<file path="config.mk">
export PLATFORM = sky130hd
export DESIGN_NAME = stepper_ramp_pulse_generator_core
export DESIGN_NICKNAME = d
export VERILOG_FILES = /design/src/rtl/srpg_pkg.sv /design/src/rtl/srpg_cfg_regs.sv /design/src/rtl/srpg_div.sv /design/src/rtl/stepper_ramp_pulse_generator_core.sv
export SDC_FILE = /design/constraint.sdc
export NUM_CORES = 2
export LEC_CHECK = 0
export ABC_AREA = 1
export BUFFER_PORTS_ARGS = -buffer_cell sky130_fd_sc_hd__buf_4
export CAP_MARGIN = 25
export CORE_MARGIN = 5
export CORE_UTILIZATION = 60
export CTS_CLUSTER_DIAMETER = 30
export DETAILED_ROUTE_END_ITERATION = 16
export PLACE_DENSITY = 0.74
export RECOVER_POWER = 25
export REMOVE_ABC_BUFFERS = 1
export SYNTH_ARGS = -nofsm -noshare
export SYNTH_HDL_FRONTEND = slang
export SYNTH_SLANG_ARGS = --single-unit
</file>
<file path="constraint.sdc">
create_clock -name aclk -period 7.7 [get_ports aclk]
set_input_delay 1.54 -clock aclk [delete_from_list [all_inputs] [get_ports aclk]]
set_output_delay 1.54 -clock aclk [all_outputs]
set_load 0.02 [all_outputs]
</file>
<file path="src/rtl/srpg_pkg.sv">
// ----------------------------------------------------------------------------
// srpg_pkg
// Shared types, widths and register codes for the stepper ramp pulse
// generator.
// ----------------------------------------------------------------------------
package srpg_pkg;

    localparam int REG_W     = 16;
    localparam int POS_W     = 32;
    localparam int SPEED_W   = 17;
    localparam int APB_AW    = 4;
    localparam int APB_DW    = 32;
    localparam int S_TDATA_W = 40;
    localparam int M_TDATA_W = 56;

    // register indexes (byte address = 4 * index)
    localparam logic [1:0] REG_SPEED_LIMIT    = 2'd0;
    localparam logic [1:0] REG_STOP_SPEED     = 2'd1;
    localparam logic [1:0] REG_RAMP_INCREMENT = 2'd2;
    localparam logic [1:0] REG_TICK_RATE      = 2'd3;

    localparam logic [REG_W-1:0] SPEED_LIMIT_RST    = 16'd2000;
    localparam logic [REG_W-1:0] STOP_SPEED_RST     = 16'd50;
    localparam logic [REG_W-1:0] RAMP_INCREMENT_RST = 16'd10;
    localparam logic [REG_W-1:0] TICK_RATE_RST      = 16'd50000;

    // result word bit positions
    localparam int OUT_PULSE_BIT   = 0;
    localparam int OUT_DIR_BIT     = 1;
    localparam int OUT_POS_LSB     = 2;
    localparam int OUT_SPEED_MSB   = 50;
    localparam int OUT_RUNNING_BIT = 51;

    typedef struct packed {
        logic [REG_W-1:0] speed_limit;
        logic [REG_W-1:0] stop_speed;
        logic [REG_W-1:0] ramp_increment;
        logic [REG_W-1:0] tick_rate;
    } cfg_t;

endpackage

</file>
<file path="src/rtl/srpg_cfg_regs.sv">
// ----------------------------------------------------------------------------
// srpg_cfg_regs
// APB register file holding the four ramp settings.
// ----------------------------------------------------------------------------
module srpg_cfg_regs (
    input  logic                       aclk,
    input  logic                       aresetn,
    input  logic                       psel,
    input  logic                       penable,
    input  logic                       pwrite,
    input  logic [srpg_pkg::APB_AW-1:0] paddr,
    input  logic [srpg_pkg::APB_DW-1:0] pwdata,
    output logic [srpg_pkg::APB_DW-1:0] prdata,
    output logic                       pready,
    output srpg_pkg::cfg_t             cfg
);
    import srpg_pkg::*;

    cfg_t       cfg_reg;
    cfg_t       cfg_next;
    logic [1:0] reg_idx;
    logic       wr_en;

    assign pready  = 1'b1;
    assign reg_idx = paddr[3:2];
    assign wr_en   = psel & penable & pwrite;
    assign cfg     = cfg_reg;

    always_comb begin
        cfg_next = cfg_reg;
        if (wr_en) begin
            unique case (reg_idx)
                REG_SPEED_LIMIT:    cfg_next.speed_limit    = pwdata[REG_W-1:0];
                REG_STOP_SPEED:     cfg_next.stop_speed     = pwdata[REG_W-1:0];
                REG_RAMP_INCREMENT: cfg_next.ramp_increment = pwdata[REG_W-1:0];
                REG_TICK_RATE:      cfg_next.tick_rate      = pwdata[REG_W-1:0];
                default:            cfg_next = cfg_reg;
            endcase
        end
    end

    always_comb begin
        unique case (reg_idx)
            REG_SPEED_LIMIT:    prdata = {16'd0, cfg_reg.speed_limit};
            REG_STOP_SPEED:     prdata = {16'd0, cfg_reg.stop_speed};
            REG_RAMP_INCREMENT: prdata = {16'd0, cfg_reg.ramp_increment};
            REG_TICK_RATE:      prdata = {16'd0, cfg_reg.tick_rate};
            default:            prdata = '0;
        endcase
    end

    always_ff @(posedge aclk) begin
        if (!aresetn) begin
            cfg_reg.speed_limit    <= SPEED_LIMIT_RST;
            cfg_reg.stop_speed     <= STOP_SPEED_RST;
            cfg_reg.ramp_increment <= RAMP_INCREMENT_RST;
            cfg_reg.tick_rate      <= TICK_RATE_RST;
        end else begin
            cfg_reg <= cfg_next;
        end
    end

endmodule

</file>
<file path="src/rtl/srpg_div.sv">
// ----------------------------------------------------------------------------
// srpg_div
// Restoring divider, one quotient bit per cycle, for the step interval.
// ----------------------------------------------------------------------------
module srpg_div (
    input  logic                          aclk,
    input  logic                          aresetn,
    input  logic                          start,
    input  logic [srpg_pkg::REG_W-1:0]    dividend,
    input  logic [srpg_pkg::SPEED_W-1:0]  divisor,
    output logic                          done,
    output logic [srpg_pkg::REG_W-1:0]    quotient
);
    import srpg_pkg::*;

    logic                 busy_reg, busy_next;
    logic                 done_reg, done_next;
    logic [3:0]           cnt_reg, cnt_next;
    logic [SPEED_W-1:0]   rem_reg, rem_next;
    logic [REG_W-1:0]     quo_reg, quo_next;
    logic [SPEED_W-1:0]   dvs_reg, dvs_next;
    logic [SPEED_W:0]     trial;
    logic                 fits;

    assign trial    = {rem_reg, quo_reg[REG_W-1]};
    assign fits     = trial >= {1'b0, dvs_reg};
    assign done     = done_reg;
    assign quotient = quo_reg;

    always_comb begin
        busy_next = busy_reg;
        done_next = 1'b0;
        cnt_next  = cnt_reg;
        rem_next  = rem_reg;
        quo_next  = quo_reg;
        dvs_next  = dvs_reg;
        if (start) begin
            busy_next = 1'b1;
            cnt_next  = '0;
            rem_next  = '0;
            quo_next  = dividend;
            dvs_next  = divisor;
        end else if (busy_reg) begin
            // shift in one dividend bit, subtract where it fits
            rem_next = fits ? SPEED_W'(trial - {1'b0, dvs_reg}) : trial[SPEED_W-1:0];
            quo_next = {quo_reg[REG_W-2:0], fits};
            cnt_next = cnt_reg + 4'd1;
            if (cnt_reg == 4'd15) begin
                busy_next = 1'b0;
                done_next = 1'b1;
            end
        end
    end

    always_ff @(posedge aclk) begin
        if (!aresetn) begin
            busy_reg <= 1'b0;
            done_reg <= 1'b0;
            cnt_reg  <= '0;
        end else begin
            busy_reg <= busy_next;
            done_reg <= done_next;
            cnt_reg  <= cnt_next;
        end
    end

    always_ff @(posedge aclk) begin
        rem_reg <= rem_next;
        quo_reg <= quo_next;
        dvs_reg <= dvs_next;
    end

endmodule

</file>
<file path="src/rtl/stepper_ramp_pulse_generator_core.sv">
// ----------------------------------------------------------------------------
// stepper_ramp_pulse_generator_core
// Stepper pulse generator with a linear speed ramp, one result per tick.
// ----------------------------------------------------------------------------
// Each input word is one timer tick. While the wait count is nonzero a tick
// only decrements it (and latches start_request) and its result goes
// straight to the output register. When the count is zero the block checks
// for stop (emergency stop, or target reached at or below stop_speed), and
// otherwise, while running, ramps the signed speed one ramp_increment toward
// the distance-scaled target speed (clamped to +/- speed_limit), issues one
// step and reloads the count with tick_rate / |speed|. A step tick waits on
// the restoring divider, which yields its 16 quotient bits at one per cycle.
// A tick whose ramped speed lands on zero issues no step, clears the count
// and skips the divider. s_tready is high only while the sequencer is idle,
// so one tick is in flight at a time. The result word sits in an output
// register, so a stalled m_tready holds the sequencer in its final state
// only until the register frees up. Settings are written over APB at byte
// addresses 0, 4, 8, 12 and are read directly by each state, so a write
// also affects a tick already in flight.
// ----------------------------------------------------------------------------
module stepper_ramp_pulse_generator_core (
    input  logic                            aclk,
    input  logic                            aresetn,
    // APB configuration port
    input  logic                            psel,
    input  logic                            penable,
    input  logic                            pwrite,
    input  logic [srpg_pkg::APB_AW-1:0]     paddr,
    input  logic [srpg_pkg::APB_DW-1:0]     pwdata,
    output logic [srpg_pkg::APB_DW-1:0]     prdata,
    output logic                            pready,
    // tick input: target_position[31:0], start_request[32],
    // emergency_stop[33], zero fill
    input  logic                            s_tvalid,
    output logic                            s_tready,
    input  logic [srpg_pkg::S_TDATA_W-1:0]  s_tdata,
    // result: step_pulse[0], direction_cw[1], current_position[33:2],
    // current_speed[50:34], is_running[51], zero fill
    output logic                            m_tvalid,
    input  logic                            m_tready,
    output logic [srpg_pkg::M_TDATA_W-1:0]  m_tdata
);
    import srpg_pkg::*;

    localparam logic [2:0] ST_IDLE = 3'd0;  // wait for a tick
    localparam logic [2:0] ST_EVAL = 3'd1;  // stop check, distance
    localparam logic [2:0] ST_MUL  = 3'd2;  // distance times increment
    localparam logic [2:0] ST_RAMP = 3'd3;  // clamp target speed
    localparam logic [2:0] ST_STEP = 3'd4;  // move speed one increment
    localparam logic [2:0] ST_UPD  = 3'd5;  // step and launch divider
    localparam logic [2:0] ST_DIV  = 3'd6;  // wait for interval
    localparam logic [2:0] ST_DONE = 3'd7;  // load output register

    cfg_t cfg;

    logic [2:0]               state_reg, state_next;
    logic                     running_reg, running_next;
    logic [REG_W-1:0]         wait_reg, wait_next;
    logic signed [SPEED_W-1:0] speed_reg, speed_next;
    logic [POS_W-1:0]         position_reg, position_next;
    logic                     dir_reg, dir_next;
    logic                     pulse_reg, pulse_next;
    logic                     m_tvalid_reg, m_tvalid_next;
    logic [M_TDATA_W-1:0]     m_tdata_reg, m_tdata_next;

    // per-tick working registers
    logic [POS_W-1:0]         target_reg, target_next;
    logic                     estop_reg, estop_next;
    logic signed [POS_W:0]    diff_reg, diff_next;
    logic [2*REG_W-1:0]       prod_reg, prod_next;
    logic                     neg_reg, neg_next;
    logic                     big_reg, big_next;
    logic signed [SPEED_W:0]  want_reg, want_next;

    logic                     in_fire;
    logic                     out_free;
    logic [SPEED_W-1:0]       abs_speed;
    logic                     stop_now;
    logic [POS_W:0]           abs_diff;
    logic                     over_lim;
    logic [REG_W-1:0]         want_mag;
    logic signed [SPEED_W:0]  s_ext, lim_ext, inc_ext, s_up, s_dn, s_new;
    logic                     div_start;
    logic                     div_done;
    logic [REG_W-1:0]         div_quo;

    srpg_cfg_regs u_cfg (
        .aclk    (aclk),
        .aresetn (aresetn),
        .psel    (psel),
        .penable (penable),
        .pwrite  (pwrite),
        .paddr   (paddr),
        .pwdata  (pwdata),
        .prdata  (prdata),
        .pready  (pready),
        .cfg     (cfg)
    );

    srpg_div u_div (
        .aclk     (aclk),
        .aresetn  (aresetn),
        .start    (div_start),
        .dividend (cfg.tick_rate),
        .divisor  (abs_speed),
        .done     (div_done),
        .quotient (div_quo)
    );

    assign s_tready = (state_reg == ST_IDLE);
    assign in_fire  = s_tvalid & s_tready;
    assign out_free = ~m_tvalid_reg | m_tready;
    assign m_tvalid = m_tvalid_reg;
    assign m_tdata  = m_tdata_reg;

    // magnitude of the stored speed; it never reaches -2^16
    assign abs_speed = speed_reg[SPEED_W-1] ? SPEED_W'(-speed_reg) : speed_reg;

    // stop on emergency, or on target at low speed
    assign stop_now = estop_reg
                    | ((target_reg == position_reg)
                       & (abs_speed <= {1'b0, cfg.stop_speed}));

    assign abs_diff = diff_reg[POS_W] ? (POS_W+1)'(-diff_reg) : diff_reg;

    // a distance of 2^16 or more always exceeds any limit unless the increment is zero
    assign over_lim = (big_reg & (cfg.ramp_increment != '0))
                    | (prod_reg > {16'd0, cfg.speed_limit});
    assign want_mag = over_lim ? cfg.speed_limit : prod_reg[REG_W-1:0];

    assign s_ext   = {speed_reg[SPEED_W-1], speed_reg};
    assign lim_ext = {2'b00, cfg.speed_limit};
    assign inc_ext = {2'b00, cfg.ramp_increment};
    assign s_up    = s_ext + inc_ext;
    assign s_dn    = s_ext - inc_ext;

    always_comb begin
        if (want_reg > s_ext) begin
            s_new = (s_up > lim_ext) ? lim_ext : s_up;
        end else if (want_reg < s_ext) begin
            s_new = (s_dn < -lim_ext) ? -lim_ext : s_dn;
        end else begin
            s_new = s_ext;
        end
    end

    assign div_start = (state_reg == ST_UPD) && (abs_speed != '0);

    always_comb begin
        state_next    = state_reg;
        running_next  = running_reg;
        wait_next     = wait_reg;
        speed_next    = speed_reg;
        position_next = position_reg;
        dir_next      = dir_reg;
        pulse_next    = pulse_reg;
        target_next   = target_reg;
        estop_next    = estop_reg;
        diff_next     = diff_reg;
        prod_next     = prod_reg;
        neg_next      = neg_reg;
        big_next      = big_reg;
        want_next     = want_reg;
        m_tvalid_next = m_tvalid_reg & ~m_tready;
        m_tdata_next  = m_tdata_reg;

        unique case (state_reg)
            ST_IDLE: begin
                if (in_fire) begin
                    target_next = s_tdata[POS_W-1:0];
                    estop_next  = s_tdata[POS_W+1];
                    pulse_next  = 1'b0;
                    if (s_tdata[POS_W]) begin
                        running_next = 1'b1;
                    end
                    // count still running: decrement and report
                    if (wait_reg != '0) begin
                        wait_next  = wait_reg - 16'd1;
                        state_next = ST_DONE;
                    end else begin
                        state_next = ST_EVAL;
                    end
                end
            end
            ST_EVAL: begin
                diff_next = {target_reg[POS_W-1], target_reg}
                          - {position_reg[POS_W-1], position_reg};
                if (stop_now) begin
                    running_next = 1'b0;
                    state_next   = ST_DONE;
                end else if (!running_reg) begin
                    state_next = ST_DONE;
                end else begin
                    state_next = ST_MUL;
                end
            end
            ST_MUL: begin
                neg_next   = diff_reg[POS_W];
                big_next   = |abs_diff[POS_W:REG_W];
                prod_next  = {16'd0, abs_diff[REG_W-1:0]} * {16'd0, cfg.ramp_increment};
                state_next = ST_RAMP;
            end
            ST_RAMP: begin
                want_next  = neg_reg ? -$signed({2'b00, want_mag})
                                     : $signed({2'b00, want_mag});
                state_next = ST_STEP;
            end
            ST_STEP: begin
                speed_next = s_new[SPEED_W-1:0];
                state_next = ST_UPD;
            end
            ST_UPD: begin
                if (abs_speed == '0) begin
                    // no step at zero speed
                    wait_next  = '0;
                    state_next = ST_DONE;
                end else begin
                    pulse_next    = 1'b1;
                    dir_next      = ~speed_reg[SPEED_W-1];
                    position_next = speed_reg[SPEED_W-1] ? position_reg - 32'd1
                                                         : position_reg + 32'd1;
                    state_next    = ST_DIV;
                end
            end
            ST_DIV: begin
                if (div_done) begin
                    wait_next  = div_quo;
                    state_next = ST_DONE;
                end
            end
            ST_DONE: begin
                // hold until the output register can take the word
                if (out_free) begin
                    m_tvalid_next = 1'b1;
                    m_tdata_next  = {4'd0, running_reg, speed_reg, position_reg,
                                     dir_reg, pulse_reg};
                    state_next    = ST_IDLE;
                end
            end
            default: state_next = ST_IDLE;
        endcase
    end

    always_ff @(posedge aclk) begin
        if (!aresetn) begin
            state_reg    <= ST_IDLE;
            running_reg  <= 1'b0;
            wait_reg     <= '0;
            speed_reg    <= '0;
            position_reg <= '0;
            dir_reg      <= 1'b1;
            pulse_reg    <= 1'b0;
            m_tvalid_reg <= 1'b0;
        end else begin
            state_reg    <= state_next;
            running_reg  <= running_next;
            wait_reg     <= wait_next;
            speed_reg    <= speed_next;
            position_reg <= position_next;
            dir_reg      <= dir_next;
            pulse_reg    <= pulse_next;
            m_tvalid_reg <= m_tvalid_next;
        end
    end

    always_ff @(posedge aclk) begin
        target_reg  <= target_next;
        estop_reg   <= estop_next;
        diff_reg    <= diff_next;
        prod_reg    <= prod_next;
        neg_reg     <= neg_next;
        big_reg     <= big_next;
        want_reg    <= want_next;
        m_tdata_reg <= m_tdata_next;
    end

endmodule

</file>
==> flow_metrics.py <==
metrics = {
    "pwr": {
        "pwr-share-seq": 0.218,
        "powerDensity_mw_per_mm2": 392,
        "sw_frac_of_total": 0.469,
        "pwr-share-clk": 0.235,
        "p_int_uw": 7660,
        "power.switching_uw": 6770,
        "combPwrFrac": 0.547,
        "p_leak_uw": 0.0180,
        "vdd_ir_drop_max_mv": 0.250,
    },
    "worst_hold_path": {
        "min_from": "pulse_reg",
        "min_path_cells": 0,
        "hold_end": "m_tdata[0]",
        "hold_path.class": "reg2reg",
    },
    "clock_network": {
        "clock_path_buffers": 3,
        "cts_tree": "built",
        "clkLatencyLatePin_ns": 0.63,
        "cts_hold_buf": 0,
        "root_buffer": "clkbuf_16",
        "cts.sinks": 362,
        "clk_pin_slew_ns": 0.05,
        "cts_resized": 0,
        "numCtsBuffers": 80,
        "cts_setup_buffers": 0,
        "htree_num_levels": 3,
    },
    "floorplan": {
        "initial_core_util": 0.604,
        "rows": 85,
        "io_pins": 174,
        "die_w_um": 243,
        "die_h_um": 243,
        "die-area_mm2": 0.0588,
        "core_mm2": 0.0537,
    },
    "sta": {
        "finalClockSkew_ns": 0.0277,
        "worst_slew_pin_slew_ns": 2.26,
        "slew_headroom": -0.508,
        "clock.fmax_mhz": 137,
        "rsz0062_at_grt": "false",
        "drv_slew": 110,
        "min_period_ns": 7.31,
        "setup_violations": 0,
        "fin_tns_setup_ns": 0,
        "hold_violations": 0,
        "fin_hold_ws_ns": 0.435,
        "fin_crit_sh": 0.950,
    },
    "logic_synthesis": {
        "yosys_most_used_dff": "edfxtp_1",
        "netlist_instances": 4147,
        "avgSynthCellArea_um2": 7.83,
        "yosys_warnings": 0,
        "synth-async-reset-ratio": 0,
        "synth_cell_types": 60,
        "synth-seq-cells": 362,
        "synth-edff-count": 203,
        "ys_seq_area_frac": 0.286,
        "syn_area_mm2": 0.0325,
    },
    "flow_run": {
        "maxCapViolCount": 3,
    },
    "global_routing": {
        "use_met1": 0.403,
        "grt_antenna_before_repair": 0,
        "grt_usage": 0.313,
        "gr-total-overflow": 0,
        "grt_use_met2": 0.505,
        "grt_pass1_wl_um": 148000,
        "grt_util_met3": 0.0750,
        "grt_max_degree": 66,
        "grt-busiest-layer": "met2",
        "grt_pass1_vias": 27700,
    },
    "cells_and_area": {
        "final_nets": 4885,
        "area_growth_pct": 13.4,
        "diodes": 0,
        "postLayoutCellArea_mm2": 0.0368,
        "layout-drive-gt1-share": 0.0884,
        "mostFrequentLayoutCell": "nand2_1",
        "largest_reg_flops": 64,
        "layout_common_cells": "nand2_1, inv_1, nor2_1",
    },
    "setup_path": {
        "cp.arrival_ns": 7.68,
        "r2r_end": "prod_reg[28]",
        "crit_fanout": 12,
        "ff2ff_path_depth": 22,
        "setup.worst_path.class": "reg2reg",
        "regToRegSetupSlack_ns": 0.39,
        "crit_path_end_kind": "flip-flop",
        "crit-reg2reg-launch": "diff_reg[32]",
        "startpoint_type": "flip-flop",
        "cp.required_ns": 8.06,
    },
    "placement": {
        "dpl.hpwl_um": 72300,
        "place_congestion": 1.02,
        "postPlaceCellArea_mm2": 0.0341,
        "io_buffers": 128,
    },
    "detailed_routing": {
        "wire_per_inst_um": 18.6,
        "vias_per_cell": 5.69,
        "vias": 28800,
        "drtPass1Iterations": 8,
        "routed_wl_um": 94100,
        "ant_nets": 0,
        "drt_iter0_drc": 2649,
        "drc_errors": 0,
    },
    "outcome": {
        "violations": "capacitance limit, slew limit",
        "status": "complete, but fails checks",
    },
}
metrics by stage:
stage | util | std cells | setup WS (ns) | power, uW
finish | 0.685 | 5062 | 0.386 | 14400
floorplan | - | 4037 | 0.843 | 8710
detailed placement | 0.634 | 4911 | 0.474 | 10900
CTS | 0.685 | 5060 | 0.434 | 14400
global route | 0.685 | 5062 | 0.0178 | 15700
global placement | 0.634 | 4910 | 0.539 | 10800
layout make-up:
class	count	area, um2
repair buffers	180	1350
multi-input cells	2996	20000
flip-flops and latches	362	9280
clock inverters	59	584
fillers	4511	16900
well taps	696	871
clock buffers	90	2130
inverters	679	2550
worst max path at each step:
| stage | cells past startpoint | slack, ns | startpoint | end |
|---|---|---|---|---|
| 2_1_floorplan | 22 | 0.84 | diff_reg[32] | prod_reg[28] |
| 3_3_place_gp | 29 | 0.54 | diff_reg[2] | prod_reg[28] |
| 3_5_place_dp | 29 | 0.47 | diff_reg[2] | prod_reg[28] |
| 4_1_cts | 29 | 0.43 | diff_reg[2] | prod_reg[28] |
| 5_1_grt | 29 | 0.02 | diff_reg[2] | prod_reg[28] |
| 6_report | 22 | 0.39 | diff_reg[32] | prod_reg[28] |
power groups by stage:
stage               Combinational (uW)  Sequential [uW]  Clock [uW]
finish                            7890             3150        3400
global route                      8940             3180        3530
CTS                               7830             3140        3430
detailed placement                7760             3160           0
global placement                  7600             3160           0
floorplan                         5690             3020           0
logic make-up after synthesis:
family | synth area share
other cells | 0.000231
simple gates | 0.206
compound gates | 0.119
buf+inv | 0.0996
flops | 0.286
fa+ha+maj | 0.240
xor+xnor | 0.0496
metal layers:
| layer | vias up | part of all wire |
|---|---|---|
| met1 | 13400 | 0.39 |
| met2 | 1307 | 0.45 |
| met3 | 335 | 0.097 |
| met5 | - | 0.00067 |
| li1 | 13800 | - |
| met4 | 2 | 0.055 |
Yosys cell counts (all sizes together) (2+ instances only):
| cell type | instances | area [um2] |
|---|---|---|
| a211oi | 7 | 52.6 |
| a21boi | 5 | 41.3 |
| a21o | 22 | 165 |
| a21oi | 289 | 1470 |
| a221oi | 7 | 61.3 |
| a22oi | 9 | 67.6 |
| a31o | 3 | 26.3 |
| a31oi | 14 | 87.6 |
| and2 | 2 | 12.5 |
| buf | 57 | 410 |
| clkbuf | 72 | 273 |
| clkinv | 15 | 57.6 |
| conb | 2 | 7.51 |
| dfxtp | 159 | 3180 |
| edfxtp | 203 | 6100 |
| fa | 199 | 3980 |
| ha | 304 | 3800 |
| inv | 664 | 2490 |
| nand2 | 838 | 3200 |
| nand3 | 193 | 981 |
| nand3b | 15 | 113 |
| nand4 | 52 | 325 |
| nor2 | 425 | 1630 |
| nor3 | 40 | 225 |
| nor3b | 2 | 15.0 |
| nor4 | 20 | 125 |
| o2111ai | 4 | 41.3 |
| o211ai | 25 | 201 |
| o21a | 8 | 60.1 |
| o21ai | 279 | 1420 |
| o21bai | 13 | 97.6 |
| o22ai | 4 | 25.0 |
| o31ai | 4 | 30.0 |
| or2 | 5 | 31.3 |
| xnor2 | 50 | 438 |
| xor2 | 133 | 1170 |
worst max-delay path, cell delays in order, from the launching register on:
cell	delay (ns)
edfxtp_1	0.47
clkbuf_1	0.42
nand3_1	0.13
nand2_1	0.28
clkinv_1	0.45
nor2_1	0.27
fa_1	0.47
fa_1	0.52
fa_1	0.56
fa_1	0.54
fa_1	0.59
inv_1	0.07
fa_1	0.56
inv_1	0.05
ha_1	0.35
nand2_1	0.12
nor4_1	0.39
nand4_1	0.14
nand3_1	0.20
nand2_1	0.07
o211ai_1	0.14
a21oi_1	0.13
xor2_1	0.15
(Power assumes the default switching activity.)
